[src/hw/rtl/kli_pkg.sv]
// keyframe interpolator package: table geometry, field widths, shared types
// no dependencies
package kli_pkg;
  localparam int unsigned MaxKeys = 64;
  localparam int unsigned IdxW = $clog2(MaxKeys);
  localparam int unsigned CntW = 7;
  localparam int unsigned TimeW = 24;
  localparam int unsigned ValW = 32;
  localparam int unsigned FracW = 16;
  localparam int unsigned DivCntW = $clog2(FracW);

  typedef logic [TimeW-1:0] time_t;
  typedef logic signed [ValW-1:0] val_t;

  typedef enum logic {
    OpWrite = 1'b0,
    OpSample = 1'b1
  } op_e;

  typedef enum logic [2:0] {
    StIdle,
    StRead0,
    StScan,
    StLoad,
    StDiv,
    StMul,
    StOut
  } state_e;

  typedef struct packed {
    time_t t0;
    time_t t1;
    val_t x0;
    val_t y0;
    val_t z0;
    val_t x1;
    val_t y1;
    val_t z1;
  } seg_t;
endpackage

[src/hw/rtl/kli_div_cell.sv]
// one restoring-division cell: one quotient bit per cycle while enabled, neighbor chained
// depends on kli_pkg
module kli_div_cell (
  input  logic                   clk_i,
  input  logic                   en_i,
  input  logic [kli_pkg::TimeW:0] rem_i,
  input  logic [kli_pkg::TimeW-1:0] den_i,
  output logic [kli_pkg::TimeW:0] rem_o,
  output logic                   bit_o
);
  import kli_pkg::*;
  logic [TimeW:0] rem_q;
  logic [TimeW+1:0] sh;
  logic ge;

  always_comb begin
    sh = {rem_i, 1'b0};
    ge = sh >= {2'b00, den_i};
  end

  always_ff @(posedge clk_i) begin
    if (en_i) begin
      rem_q <= ge ? (TimeW+1)'(sh - {2'b00, den_i}) : sh[TimeW:0];
      bit_o <= ge;
    end
  end
  assign rem_o = rem_q;
endmodule

[config.mk]
export PLATFORM = sky130hd
export DESIGN_NAME = kli_div_cell
export DESIGN_NICKNAME = d
export VERILOG_FILES = /design/src/hw/rtl/kli_pkg.sv /design/src/hw/rtl/kli_div_cell.sv
export SDC_FILE = /design/constraint.sdc
export NUM_CORES = 1
export LEC_CHECK = 0
export BUFFER_PORTS_ARGS = -buffer_cell sky130_fd_sc_hd__buf_4
export CAP_MARGIN = 20
export CORE_ASPECT_RATIO = 0.7
export CORE_MARGIN = 2
export CORE_UTILIZATION = 49
export DETAILED_ROUTE_END_ITERATION = 10
export PLACE_DENSITY = 0.77
export SYNTH_ARGS = -nofsm -noshare
export SYNTH_HDL_FRONTEND = slang
export SYNTH_SLANG_ARGS = --single-unit
export TNS_END_PERCENT = 10
[constraint.sdc]
create_clock -name clk_i -period 2.3 [get_ports clk_i]
set_input_delay 0 -clock clk_i [delete_from_list [all_inputs] [get_ports clk_i]]
set_output_delay 0 -clock clk_i [all_outputs]
set_load 0.03 [all_outputs]
==> summary.md <==
| Metric | Value |
|---|---|
| Status | `finished with violations` |
| Failing checks | `negative hold slack` |
| Grt ovf | `0` |
| N_diodes | `0` |
| Final setup violation count | `0` |
| Die height | `63.9 um` |
| Vias per std cell | `5.53` |
| Switching pwr | `708 uW` |
| Main synth FF type | `edfxtp_1` |
| Crit Path Max Fanout | `5` |
| DRC | `0` |
| Global Route Usage Sum | `0.241` |
| # fillers | `401` |
| Vias in the first global route | `2282` |
| Peak VDD IR | `0.368 mV` |
| Most frequent cells in the layout | `buf_4, nand2_1, inv_1` |
| PwrDens | `583 nW/um^2` |
| Vias post-DR | `2509` |
| Critical Path AT | `2.11 ns` |
| Worst Tran Pin Value | `0.528 ns` |
| Met3 wire length | `611 um` |
| Min-Delay Path Class | `in2reg` |
| Post-route clock period utilization | `0.907` |
| Antenna-violating nets left | `0` |
| Port bufs | `76` |
| Fin nets | `462` |
| Hold wc startpoint | `rem_i[8]` |
| Post-DP Area | `3260 sq um` |
| Logic pwr share | `0.463` |
| Async S/R FF share, synth | `0` |
| Clock share of power | `0.206` |
| Setup Buffers After CTS | `0` |
| Share of layout cells above drive strength 1 | `0.275` |
| CP Class | `in2reg` |
| Pre-Repair DR Iteration Count | `5` |
| Int Pwr | `1240 uW` |
| Post_cts resized | `0` |
| Initial antenna violation count | `0` |
| Post-Synthesis Cells | `296` |
| CP Launch Point | `rem_i[3]` |
| Clk root buf | `clkbuf_8` |
| Max Clk Rate | `0.479 GHz` |
| Relative slew slack | `0.639` |
| Die area | `5730 sq um` |
| WP data required | `2.32 ns` |
| CTS max path bufs | `2` |
| Number of synthesized flops with an enable pin | `26` |
| Final Hold Vio Count | `1` |
| CP peak stage delay | `0.59 ns` |
| Cells along the critical path | `buf_4 -> ha_1 -> a21oi_1 -> inv_1 -> o31ai_2 -> o211ai_1 -> a2111oi_0 -> o31ai_1` |
| RSZ-0062 raised after global routing | `false` |
| Yosys reg bits | `26` |
| TritonCTS Sinks | `26` |
| Final hold slack | `-0.000309 ns` |
| Post-Syn Area | `2510 sq um` |
| Startpoint Class | `input port` |
| Switching portion of total power | `0.364` |
| Syn. warnings | `0` |
| Seq/Total Area, Yosys | `0.311` |
| Area growth, synth to finish | `32.9%` |
| Fin area | `3340 sq um` |
| Pin count of the biggest net entering global routing | `31` |
| Hold_buf cts | `1` |
| Routed wl met2 | `2770 um` |
| MaxCap Viol Count | `0` |
| Cell variety after synth | `46` |
| 1st-iter DRT viols | `158` |
| Core Area | `4860 sq um` |
| Chip Width | `89.6 um` |
| Row Count | `21` |
| Worst Setup End Kind | `register` |
| Setup_tns | `0 ns` |
| Total Power | `1950 uW` |
| Post-DR wirelength/cell | `14.7 um` |
| First-pass GRT wire length | `10700 um` |
| # H-tree levels | `1` |
| I/O pin count | `77` |
| Slew Viols, Final | `0` |
| M1 WL | `3210 um` |
| CTS tree | `built` |
| Clk pin slew, worst setup/hold paths | `0.11 ns` |
| CTS Buf Count | `3` |
| Sequential share of power | `0.331` |
| Final min period | `2.09 ns` |
| Max Used Layer | `met4` |
| LEAKAGE | `0.00153 uW` |
| GPL Wtd Cong | `0.936` |
| Post-Syn Area per Cell | `8.49 sq um` |
| Starting Density | `0.517` |
| Routed wire length | `6670 um` |
| Syn_nets | `372` |
| Detail Placement HPWL | `5430 um` |
| Critical-path top delay cell | `a2111oi_0` |
| Most common cell after layout, fill and taps aside | `buf_4` |
## power by group through the flow
stage / Clock, uW / Combinational [uW] / Sequential, uW
after floorplan: 0 / 405 / 810
after global placement: 0 / 882 / 654
after detailed placement: 0 / 888 / 656
after CTS: 404 / 894 / 645
after global routing: 416 / 977 / 654
final: 402 / 901 / 644
## layer usage
| metal | GRT usage | vias up |
|---|---|---|
| li1 | - | 1235 |
| met1 | 0.372 | 1135 |
| met2 | 0.343 | 131 |
| met3 | 0.0581 | 8 |
| met4 | 0.0429 | 0 |
| met5 | 0 | - |
## stage by stage
step	setup slack (ns)	util	instances	hold slack [ns]
after global routing	0.00927	0.687	454	0.00858
after floorplan	0.294	-	296	0.112
after CTS	0.265	0.687	454	0.00245
after detailed placement	-0.0454	0.670	449	0.289
final	0.213	0.687	454	-0.000309
after global placement	0.0122	0.670	449	0.287
## Yosys cell counts, types with 2 or more instances
cell,count,area share
o21ai_0,10,0.020
nand2b_1,4,0.010
inv_1,34,0.051
nor3_1,2,0.0040
and4_1,5,0.017
xnor2_1,11,0.038
a21o_1,5,0.015
and3_1,3,0.0075
nor2_1,10,0.015
o21bai_1,2,0.0060
ha_1,24,0.12
a31oi_1,4,0.010
o21ai_1,26,0.052
buf_6,3,0.013
nand3_1,7,0.014
and2_1,3,0.0075
xor2_1,9,0.031
o211ai_1,3,0.0090
buf_2,6,0.012
nand4_1,4,0.010
edfxtp_1,26,0.31
a21oi_2,2,0.0070
a21oi_1,23,0.046
nand2_1,42,0.063
nor2b_1,3,0.0075
o21a_1,4,0.012
a221o_1,2,0.0080
## cell type report
| type | instances | area (sq um) | share of cell area |
|---|---|---|---|
| Clock buffer | 3 | 41.3 | 0.0124 |
| Sequential cell | 26 | 781 | 0.234 |
| Tap cell | 69 | 86.3 | 0.0259 |
| Multi-Input combinational cell | 226 | 1550 | 0.463 |
| Inverter | 34 | 128 | 0.0382 |
| Timing Repair Buffer | 95 | 728 | 0.218 |
| Clock inverter | 1 | 30.0 | 0.00899 |
## worst max-delay path, delay by kind of cell
kind            cells  cell delay (ns)
compound gates      5             1.53
fa+ha+maj           1             0.35
buf+inv             2             0.21
## path summary, 6_finish.rpt
check / endpoint / cells after the start
hold / removal: rem_o[9]$_DFFE_PP_ / 3
setup / recovery: rem_o[20]$_DFFE_PP_ / 8
## registers in the layout, indices dropped and copies added (netlist names)
register and flops:
rem_o 25, bit_o 1
## cells by family (layout without fill, tap and decap cells)
family	count (synthesis)	in the layout	share of synthesized area
AO/OA/AOI/OAI	93	93	0.236
XOR/XNOR	21	21	0.0762
adder cells (fa/ha/maj)	25	25	0.127
buffers and inverters	44	133	0.0777
flip-flops	26	26	0.311
multiplexers	1	1	0.00398
AND/OR/NAND/NOR	86	86	0.168
Power figures use the tool's default switching activity.
