## src/hw/rtl/kli_pkg.sv

```systemverilog
// keyframe interpolator package: table geometry, field widths, shared types
// no dependencies
package kli_pkg;
  localparam int unsigned MaxKeys = 64;
  localparam int unsigned IdxW = $clog2(MaxKeys);
  localparam int unsigned CntW = 7;
  localparam int unsigned TimeW = 24;
  localparam int unsigned ValW = 32;
  localparam int unsigned FracW = 16;
  localparam int unsigned DivCntW = $clog2(FracW);

  typedef logic [TimeW-1:0] time_t;
  typedef logic signed [ValW-1:0] val_t;

  typedef enum logic {
    OpWrite = 1'b0,
    OpSample = 1'b1
  } op_e;

  typedef enum logic [2:0] {
    StIdle,
    StRead0,
    StScan,
    StLoad,
    StDiv,
    StMul,
    StOut
  } state_e;

  typedef struct packed {
    time_t t0;
    time_t t1;
    val_t x0;
    val_t y0;
    val_t z0;
    val_t x1;
    val_t y1;
    val_t z1;
  } seg_t;
endpackage

```

## src/hw/rtl/kli_lerp_cell.sv

```systemverilog
// one lerp lane: start + floor(factor * (end - start) / 2^16)
// depends on kli_pkg
module kli_lerp_cell (
  input  logic                     clk_i,
  input  logic                     en_i,
  input  kli_pkg::val_t            a_i,
  input  kli_pkg::val_t            b_i,
  input  logic [kli_pkg::FracW-1:0] f_i,
  output kli_pkg::val_t            y_o
);
  import kli_pkg::*;
  logic signed [ValW:0] d;
  logic signed [ValW+FracW+1:0] p;

  assign d = {b_i[ValW-1], b_i} - {a_i[ValW-1], a_i};
  assign p = d * $signed({1'b0, f_i});

  // arithmetic shift gives floor rounding
  always_ff @(posedge clk_i) begin
    if (en_i) begin
      y_o <= ValW'(a_i + ValW'(p >>> FracW));
    end
  end
endmodule

```

## config.mk

```make
export PLATFORM = sky130hd
export DESIGN_NAME = kli_lerp_cell
export DESIGN_NICKNAME = d
export VERILOG_FILES = /design/src/hw/rtl/kli_pkg.sv /design/src/hw/rtl/kli_lerp_cell.sv
export SDC_FILE = /design/constraint.sdc
export NUM_CORES = 1
export LEC_CHECK = 0
export BUFFER_PORTS_ARGS = -buffer_cell sky130_fd_sc_hd__buf_2
export CAP_MARGIN = 15
export CORE_UTILIZATION = 40
export DETAILED_ROUTE_END_ITERATION = 10
export SLEW_MARGIN = 20
export SYNTH_ARGS = -nofsm -noshare
export SYNTH_HDL_FRONTEND = slang
export SYNTH_SLANG_ARGS = --single-unit
```

## constraint.sdc

```tcl
create_clock -name clk_i -period 12.3 [get_ports clk_i]
set_clock_uncertainty 0.2 [all_clocks]
set_input_delay 0.615 -clock clk_i [delete_from_list [all_inputs] [get_ports clk_i]]
set_output_delay 0.615 -clock clk_i [all_outputs]
set_load 0.02 [all_outputs]
```

==> run summary, run 1 <==
- 0 — Post-CTS Hold Buffers
- y_o — largest reg by FF count
- 235 um — y dimension of the die
- 0 — antenna violation net count after detailed routing
- 5 — CTS buffer count
- primary input — nature of the critical path startpoint
- in -> reg — worst hold path class
- 0.0217 mm2 — synthesized area
- 84 — row count
- 4.44% — share of the yosys chip area belonging to registers
- 0.0231 mm2 — area of placed instances
- 11.32 ns — Data arrival, critical path
- 0 — final number of setup-violating endpoints
- 113 — count of input and output buffers
- 2428 — Post-Synthesis Cells
- 8.92 um2 — Syn Area/Cell
- sky130_fd_sc_hd__inv_1 — most numerous cell in the Yosys netlist
- 0 — Fin. Hold Viols
- 17.8 um — drt wl/cell
- 0 — number of DRC violations after detailed routing
- adder cells — gate family responsible for the most delay along the worst path
- 46.9 mm — post-DP HPWL
- 114 — top-level port count
- sky130_fd_sc_hd__fa_1 — cell type of the slowest stage on the worst timing path
- 0.54 ns — largest stage delay on the critical path
- 3.80% — area share of xor/xnor cells in the synthesized design
- 67 — number of library cell types mapped by synthesis
- 235 um — Horiz. Die Dim
- 16.2k — total number of vias
- 2 — maximum root-to-sink buffer count
- sky130_fd_sc_hd__fa_1 (45%), sky130_fd_sc_hd__inv_1 (11%), sky130_fd_sc_hd__ha_1 (10%) — top area cells in the synthesized netlist
- 16 — critical path fanouts, max
- 11.47 ns — clock period minus worst slack
- 0 — # Post-CTS Setup Buffers
- 0 — Antenna Diode Count
- finished clean — run status
- sky130_fd_sc_hd__clkbuf_16 — Root Driver
- 7.35% — fraction of final layout cells sized beyond drive strength 1
- 7.30% — area growth from synthesis to final layout
- 40.8% — initial core utilization
- y_o[0]$_DFFE_PP_ — destination of the worst hold path
- 3180 — syn_nets
- 56.9 mm — final wirelength
- 0 — Yosys warnings
- 32 — flip-flop count of the largest register, all copies and words added
- 32 — number of synthesized flops with an enable pin
- yes — CTS tree
- 32 — number of synthesized register bits
- 93.3% — share of the clock period used by the worst path after layout
- 33.2% — Max transition margin
- 0.0551 mm2 — area of the die
- flop — kind of capture point of the worst setup path
- 0.839 — final weighted congestion of routability-driven global placement
- 0.06 ns — clk slew on worst S/H paths
- no — RSZ-0062 raised after global routing
- 2 — number of levels the H-tree was split into
- sky130_fd_sc_hd__edfxtp_1 — dominant register cell in the synthesized netlist
- in -> reg — critical path class
- 5 — number of detailed-routing iterations run before antenna repair
- a_i[0] — hold path start
- 55.7% — post-synthesis share of cell area spent on full adders, half adders and majority gates
- 87.2 MHz — fmax
- 17.5k — vias in the first global route
- 0.828 ns — post-route setup slack
- 0.0462% — fraction of synthesized area in multiplexers
- 0 — total congestion overflow
- y_o (32) — largest registers in the final layout
- 2 — initial antenna violation count
- 12.15 ns — worst endpoint required time
- 0 — # resized after CTS
- 21.3% — total global routing track utilization
- 16.2% — simple-gate portion of the synthesized area
- sky130_fd_sc_hd__inv_1 (622), sky130_fd_sc_hd__fa_1 (491), sky130_fd_sc_hd__nand2_1 (280) — Commonest cells post-synth
- 0.652 ns — dpl ws
- 0.0531 mm2 — core area
- 0 — fin. max-slew vios
- 0 ns — setup TNS after final layout
- sky130_fd_sc_hd__fa_1 — most area-hungry cell type in the Yosys netlist
- 865 — Initial DRC Count
- 0% — Post-synth ARST share
- 8 — number of buffers and inverters on the critical path
- sky130_fd_sc_hd__fa_1 — most frequent CP cell
- 5.08 — via count normalized by instance count
- 2 — hold path depth
- 32 — Clock Sinks
- 92.5 mm — global-route wire length before repair
- 0.997 ns — pin slew with the least headroom to its limit
- 7.40% — fraction of the mapped netlist area in compound gates
- 3254 — net count reported at finish
- 43.8% — utilization after layout
- 35 — pin count of the biggest net entering global routing
- adder cells — main combinational cell family by area after synthesis
- 0 — number of max-cap violations
- 0.0232 mm2 — Layout Cell Area excl Fill
- 45.4% — area fraction of the dominant cell type after synthesis
-- cell type report --
type | instances | area [um2]
clock buffer | 5 | 125
clock inverter | 3 | 42.5
fill | 5227 | 29800
inverter | 622 | 2330
multi-input combinational | 1687 | 18000
sequential | 32 | 961
tap | 688 | 861
timing repair buffer | 154 | 873
-- cells by family after synthesis --
kind of cell	count (synthesis)
compound gates	234
mux	1
flops	32
buf+inv	709
xor+xnor	94
simple gates	688
fa+ha+maj	670
-- worst max-delay path by stage --
| stage | startpoint | slack (ns) | cells past startpoint | end |
|---|---|---|---|---|
| after global placement | b_i[0] | 0.75 | 43 | y_o[31]$_DFFE_PP_ |
| final | b_i[0] | 0.83 | 45 | y_o[31]$_DFFE_PP_ |
| after detailed placement | b_i[0] | 0.65 | 45 | y_o[31]$_DFFE_PP_ |
| after CTS | b_i[0] | 0.94 | 43 | y_o[31]$_DFFE_PP_ |
| after global routing | b_i[0] | 0.25 | 45 | y_o[31]$_DFFE_PP_ |
| after floorplan | b_i[0] | 1.82 | 44 | y_o[31]$_DFFE_PP_ |
-- layout by cell type, fill, tap and decap left out, drive strengths merged, types with 4 or more instances in the layout --
cell    instances
a211o           4
a21boi          4
a21o           54
a21oi          68
a31oi           7
and2          222
and3           28
buf           154
clkbuf          5
edfxtp         32
fa            491
ha            179
inv           622
nand2         280
nand2b         13
nand3          29
nand4          10
nor2           39
nor2b          31
nor3           17
o21a           16
o21ai          29
o21bai         13
o31a            6
o31ai           4
or3             4
xnor2          66
xor2           28
-- layer usage --
| layer | track usage [%] | up-vias | routed length [um] |
|---|---|---|---|
| li1 | - | 7380 | - |
| met1 | 27.8 | 8327 | 24200 |
| met2 | 37.8 | 427 | 28900 |
| met3 | 2.03 | 66 | 2550 |
| met4 | 5.34 | 0 | 1280 |
| met5 | 0 | - | 0 |
-- per-stage QoR --
stage	hold WS (ns)	cells
2_1_floorplan	0.527	2428
3_3_place_gp	0.735	3183
3_5_place_dp	0.761	3183
4_1_cts	0.450	3191
5_1_grt	0.460	3191
6_report	0.455	3191
Power of run 1 is not shown: default switching activity piles up to over one toggle a cycle in this logic, so the estimate is an artifact.
==> run 2, diff against run 1 <==
--- a/config.mk
+++ b/config.mk
@@ -5,10 +5,11 @@
 export SDC_FILE = /design/constraint.sdc
 export NUM_CORES = 1
 export LEC_CHECK = 0
-export BUFFER_PORTS_ARGS = -buffer_cell sky130_fd_sc_hd__buf_2
 export CAP_MARGIN = 15
 export CORE_UTILIZATION = 40
+export CTS_CLUSTER_DIAMETER = 200
 export DETAILED_ROUTE_END_ITERATION = 10
+export DONT_BUFFER_PORTS = 1
 export SLEW_MARGIN = 20
 export SYNTH_ARGS = -nofsm -noshare
 export SYNTH_HDL_FRONTEND = slang
==> run 2 against run 1 <==
Against the previous run: utilization down 1.2 points; non-clock buffer count shrank 123; final area is 2.8% lower; critical endpoint unchanged; worst hold slack got worse by 0.23 ns; critical path depth stayed put.
==> run summary, run 2 (synthesis gave the netlist of run 1 again) <==
- y_o (32) — largest registers in the final layout
- 56.0 mm — final wirelength, -1.5%
- 662 — Initial DRC Count, -23%
- b_i[0] — Critical Path Start
- 11.34 ns — clock period minus worst slack, -0.134 ns
- 25.4% — Max transition margin, -7.8 points
- 0 — count of input and output buffers, -100%
- 235 um — Horiz. Die Dim, unchanged
- 32 — Clock Sinks, unchanged
- 21.0% — total global routing track utilization, -0.31 points
- 4.32% — area growth from synthesis to final layout
- no — RSZ-0062 raised after global routing
- 1 — initial antenna violation count, -1
- 88.2 MHz — fmax, +1.2%
- 0 — Fin. Hold Viols, unchanged
- 46.5 mm — post-DP HPWL, -0.78%
- 17.4k — vias in the first global route, -0.69%
- 91.4 mm — global-route wire length before repair, -1.2%
- 0 — total congestion overflow, unchanged
- 0.06 ns — clk slew on worst S/H paths, about the same
- 0 ns — setup TNS after final layout, unchanged
- sky130_fd_sc_hd__fa_1 — most frequent CP cell
- 0 — Post-CTS Hold Buffers, unchanged
- sky130_fd_sc_hd__clkbuf_16 — Root Driver
- 11.19 ns — Data arrival, critical path, -0.13 ns
- finished clean — run status
- sky130_fd_sc_hd__fa_1 — cell type of the slowest stage on the worst timing path
- 92.2% — share of the clock period used by the worst path after layout, -1.1 points
- sky130_fd_sc_hd__inv_1 — leading cell type in the layout, fill and taps excluded
- 40.8% — initial core utilization, unchanged
- 235 um — y dimension of the die, unchanged
- in -> reg — critical path class
- 0.901 — final weighted congestion of routability-driven global placement, +7.5%
- 0 — number of max-cap violations, unchanged
- 0 — # resized after CTS, unchanged
- in -> reg — worst hold path class
- flop — kind of capture point of the worst setup path
- 0.0551 mm2 — area of the die, unchanged
- 0.53 ns — largest stage delay on the critical path, about the same
- 2 — number of levels the H-tree was split into, unchanged
- yes — CTS tree
- 3131 — net count reported at finish, -3.8%
- 0 — number of DRC violations after detailed routing, unchanged
- 12.16 ns — worst endpoint required time, about the same
- 0 — fin. max-slew vios, unchanged
- 5.13 — via count normalized by instance count, +1.1%
- 0.673 ns — dpl ws, +0.0213 ns
- 0 — final number of setup-violating endpoints, unchanged
- 1.11 ns — pin slew with the least headroom to its limit, +0.116 ns
- 0.0531 mm2 — core area, unchanged
- 0.963 ns — post-route setup slack, +0.134 ns
- 84 — row count, unchanged
- 32 — flip-flop count of the largest register, all copies and words added, unchanged
- 0.220 ns — worst hold slack, -0.234 ns
- 2.52% — fraction of final layout cells sized beyond drive strength 1, -4.8 points
- y_o[31]$_DFFE_PP_ — capture point of the critical path
- 0 — # Post-CTS Setup Buffers, unchanged
- primary input — nature of the critical path startpoint
- 16 — critical path fanouts, max, unchanged
- sky130_fd_sc_hd__inv_1 (622), sky130_fd_sc_hd__fa_1 (491), sky130_fd_sc_hd__nand2_1 (280) — most used cells in the layout excluding fill and tap cells
- 0 — antenna violation net count after detailed routing, unchanged
- 18.3 um — drt wl/cell, +2.4%
- 114 — top-level port count, unchanged
- 2 — maximum root-to-sink buffer count, unchanged
- 35 — pin count of the biggest net entering global routing, unchanged
- 5 — CTS buffer count, unchanged
- y_o — largest reg by FF count
- 15.8k — total number of vias, -2.7%
- 5 — number of detailed-routing iterations run before antenna repair, unchanged
-- run 2: final cells by class --
cell class              count  area, um2
diodes                      1       2.50
inverters                 622       2330
flip-flops and latches     32        961
well taps                 688        861
multi-input cells        1687      18000
clock buffers               5        125
fillers                  5230      30500
clock inverters             3       42.5
repair buffers             31        233
-- run 2: layer usage --
metal	share of wire, %	track usage (%)
met3	4.3	2.50
met1	41	25.8
met4	1.9	4.84
met5	0	0
met2	53	38.9
-- run 2: through the flow --
stage / instances / utilization (%) / area (um2)
after floorplan: 2428 / - / 21700
after global placement: 3060 / 42.2 / 22400
after detailed placement: 3060 / 42.2 / 22400
after CTS: 3068 / 42.6 / 22600
after global routing: 3068 / 42.6 / 22600
final: 3069 / 42.6 / 22600
-- run 2: how the worst min path moves through the flow --
| stage | from | to | slack (ns) | cells after the start |
|---|---|---|---|---|
| floorplan | en_i | y_o[0]$_DFFE_PP_ | 0.53 | 0 |
| global placement | en_i | y_o[25]$_DFFE_PP_ | 0.53 | 0 |
| detailed placement | en_i | y_o[25]$_DFFE_PP_ | 0.53 | 0 |
| CTS | en_i | y_o[25]$_DFFE_PP_ | 0.21 | 0 |
| global route | en_i | y_o[25]$_DFFE_PP_ | 0.21 | 0 |
| finish | en_i | y_o[31]$_DFFE_PP_ | 0.22 | 0 |
-- run 2: worst max-delay path, delay by kind of cell --
family | cells | cell delay, ns
compound gates | 18 | 4.12
xor+xnor | 5 | 0.64
fa+ha+maj | 10 | 4.14
buf+inv | 7 | 0.65
simple gates | 5 | 1.01
Power of run 2 is left out for the same reason.
==> run 3, diff against run 2 <==
--- a/config.mk
+++ b/config.mk
@@ -5,7 +5,9 @@
 export SDC_FILE = /design/constraint.sdc
 export NUM_CORES = 1
 export LEC_CHECK = 0
+export ABC_AREA = 1
 export CAP_MARGIN = 15
+export CORE_MARGIN = 4
 export CORE_UTILIZATION = 40
 export CTS_CLUSTER_DIAMETER = 200
 export DETAILED_ROUTE_END_ITERATION = 10
==> run 3 against run 2 <==
Against the previous run: flip-flop and latch count stayed put; area after synthesis is 6.9% higher; routed wire length is 35% higher; synthesized cell count is 24% higher; global-route usage is 3.1 points higher; cell count is 22% higher; worst setup slack better by 0.56 ns; critical path type unchanged; largest cell class unchanged.
==> run summary, run 3 <==
- finished clean — run status
- no — RSZ-0062 raised after global routing
- 63.6 mm — post-DP HPWL, +37%
- sky130_fd_sc_hd__inv_1 (794), sky130_fd_sc_hd__fa_1 (491), sky130_fd_sc_hd__nand2_1 (479) — Commonest cells post-synth
- 0.0239 mm2 — area of placed instances, +6.7%
- 0 — # resized after CTS, unchanged
- 6 — number of detailed-routing iterations run before antenna repair, +1
- 42.5% — area fraction of the dominant cell type after synthesis, -2.9 points
- met2 — peak-usage layer in the global routing report
- y_o — largest reg by FF count
- flop — kind of capture point of the worst setup path
- 40.7% — initial core utilization, -0.068 points
- in -> reg — critical path class
- 31.6% — Max transition margin, +6.1 points
- 116 mm — global-route wire length before repair, +27%
- sky130_fd_sc_hd__fa_1 — most area-hungry cell type in the Yosys netlist
- sky130_fd_sc_hd__inv_1 (794), sky130_fd_sc_hd__fa_1 (491), sky130_fd_sc_hd__nand2_1 (479) — most used cells in the layout excluding fill and tap cells
- 3766 — syn_nets, +18%
- 0 — total congestion overflow, unchanged
- 249 um — Horiz. Die Dim, +5.9%
- 5.20 — via count normalized by instance count, +1.3%
- 0 — final number of setup-violating endpoints, unchanged
- 0 — number of max-cap violations, unchanged
- 0.0231 mm2 — synthesized area, +6.9%
- 0 ns — setup TNS after final layout, unchanged
- 10 — critical path fanouts, max, -6
- 32 — flip-flop count of the largest register, all copies and words added, unchanged
- sky130_fd_sc_hd__inv_1 — most numerous cell in the Yosys netlist
- 0 — Post-CTS Hold Buffers, unchanged
- 2 — maximum root-to-sink buffer count, unchanged
- 5 — CTS buffer count, unchanged
- 24.1% — total global routing track utilization, +3.1 points
- 0.69 ns — largest stage delay on the critical path, +0.16 ns
- in -> reg — worst hold path class
- 1598 — Initial DRC Count, +140%
- 19.9k — vias in the first global route, +14%
- sky130_fd_sc_hd__inv_1 — leading cell type in the layout, fill and taps excluded
- 0 — count of input and output buffers, unchanged
- 0.0241 mm2 — Layout Cell Area excl Fill, +6.5%
- 1.02 ns — pin slew with the least headroom to its limit, -0.0913 ns
- 32 — number of synthesized register bits, unchanged
- 87.6% — share of the clock period used by the worst path after layout, -4.5 points
- 4.15% — share of the yosys chip area belonging to registers, -0.29 points
- 12.13 ns — worst endpoint required time, -0.03 ns
- 75.4 mm — final wirelength, +35%
- 0 — Yosys warnings, unchanged
- primary input — nature of the critical path startpoint
- 3014 — Post-Synthesis Cells, +24%
- 0 — number of DRC violations after detailed routing, unchanged
- 0 — hold path depth, unchanged
- yes — CTS tree
- 31.7% — M1 GR Usage, +5.9 points
- 114 — top-level port count, unchanged
- 32 — number of synthesized flops with an enable pin, unchanged
- 0 — Fin. Hold Viols, unchanged
- sky130_fd_sc_hd__clkbuf_16 — Root Driver
- 0% — Post-synth ARST share, unchanged
- 87 — row count, +3.6%
- 32 — Clock Sinks, unchanged
- 2 — number of levels the H-tree was split into, unchanged
- 40.0% — met2 track utilization from global routing, +1.1 points
- 0.0618 mm2 — area of the die, +12%
- 4.88% — global-route met3 utilization, +2.4 points
- sky130_fd_sc_hd__edfxtp_1 — dominant register cell in the synthesized netlist
- 92.8 MHz — fmax, +5.2%
- 20.2 um — drt wl/cell, +11%
- 10.61 ns — Data arrival, critical path, -0.58 ns
- 249 um — y dimension of the die, +5.9%
- 0 — fin. max-slew vios, unchanged
- sky130_fd_sc_hd__inv_1 — most frequent CP cell
- 34 — pin count of the biggest net entering global routing, -2.9%
- 19.4k — total number of vias, +23%
- 0 — antenna violation net count after detailed routing, unchanged
- 52 — number of library cell types mapped by synthesis, -22%
- 0 — # Post-CTS Setup Buffers, unchanged
- 3 — initial antenna violation count, +2
- en_i — hold path start
- 3.30% — fraction of final layout cells sized beyond drive strength 1, +0.78 points
- 0.0568 mm2 — core area, +7.1%
- y_o (32) — largest registers in the final layout
- sky130_fd_sc_hd__xor2_1 — cell type of the slowest stage on the worst timing path
- 42.4% — utilization after layout, -0.21 points
- 1.00 — final weighted congestion of routability-driven global placement, +11%
- sky130_fd_sc_hd__fa_1 (42%), sky130_fd_sc_hd__inv_1 (13%), sky130_fd_sc_hd__ha_1 (9.7%) — top area cells in the synthesized netlist
- 7.68 um2 — Syn Area/Cell, -14%
- 10.78 ns — clock period minus worst slack, -0.559 ns
- y_o[30]$_DFFE_PP_ — destination of the worst hold path
- 3724 — net count reported at finish, +19%
- 3.97% — area growth from synthesis to final layout
- 0.06 ns — clk slew on worst S/H paths, about the same
## run 3: area by class of cell
type / count / area [um2]
timing repair buffer: 15 / 113
clock buffer: 5 / 125
fill: 5942 / 32800
multi-input combinational: 2113 / 18900
clock inverter: 3 / 13.8
inverter: 805 / 3020
antenna: 2 / 5.00
sequential: 32 / 961
tap: 756 / 946
## run 3: critical path, delay by kind of cell
kind | cells | cell delay, ns
AO/OA/AOI/OAI | 8 | 1.68
AND/OR/NAND/NOR | 11 | 1.71
adder cells (fa/ha/maj) | 10 | 4.36
XOR/XNOR | 3 | 1.08
buffers and inverters | 9 | 1.14
## run 3: cell families (layout without fill, tap and decap cells)
family	after synthesis	count (layout)	share of synthesized area (%)
adders and majority gates	670	670	52.1
AOI/OAI and AO/OA	260	260	6.48
xor gates and xnor gates	77	77	3.04
other	0	2	0
and+or+nand+nor	1106	1106	19.9
DFF	32	32	4.15
buffers and inverters	869	828	14.3
## run 3: metrics by stage
step | setup slack (ns) | hold WS, ns | cells
global route | 0.880 | 0.221 | 3731
CTS | 1.74 | 0.231 | 3729
global placement | 1.30 | 0.529 | 3721
finish | 1.52 | 0.235 | 3731
detailed placement | 1.48 | 0.529 | 3721
floorplan | 3.24 | 0.527 | 3014
## run 3: metal layers
metal,share of wire [%],wire length [um],vias to the layer above
li1,-,-,8851
met1,40,30100,9519
met2,47,35600,832
met3,8.8,6610,201
met4,4.2,3140,2
met5,0.027,20,-
## run 3: worst max-delay path by stage
stage | slack [ns] | depth (start not counted) | from | endpoint
CTS | 1.74 | 41 | b_i[0] | y_o[28]$_DFFE_PP_
detailed placement | 1.48 | 41 | b_i[0] | y_o[28]$_DFFE_PP_
global placement | 1.30 | 41 | b_i[0] | y_o[28]$_DFFE_PP_
floorplan | 3.24 | 46 | b_i[0] | y_o[28]$_DFFE_PP_
finish | 1.52 | 41 | b_i[0] | y_o[28]$_DFFE_PP_
global route | 0.88 | 47 | b_i[0] | y_o[31]$_DFFE_PP_
Power of run 3 is left out for the same reason.
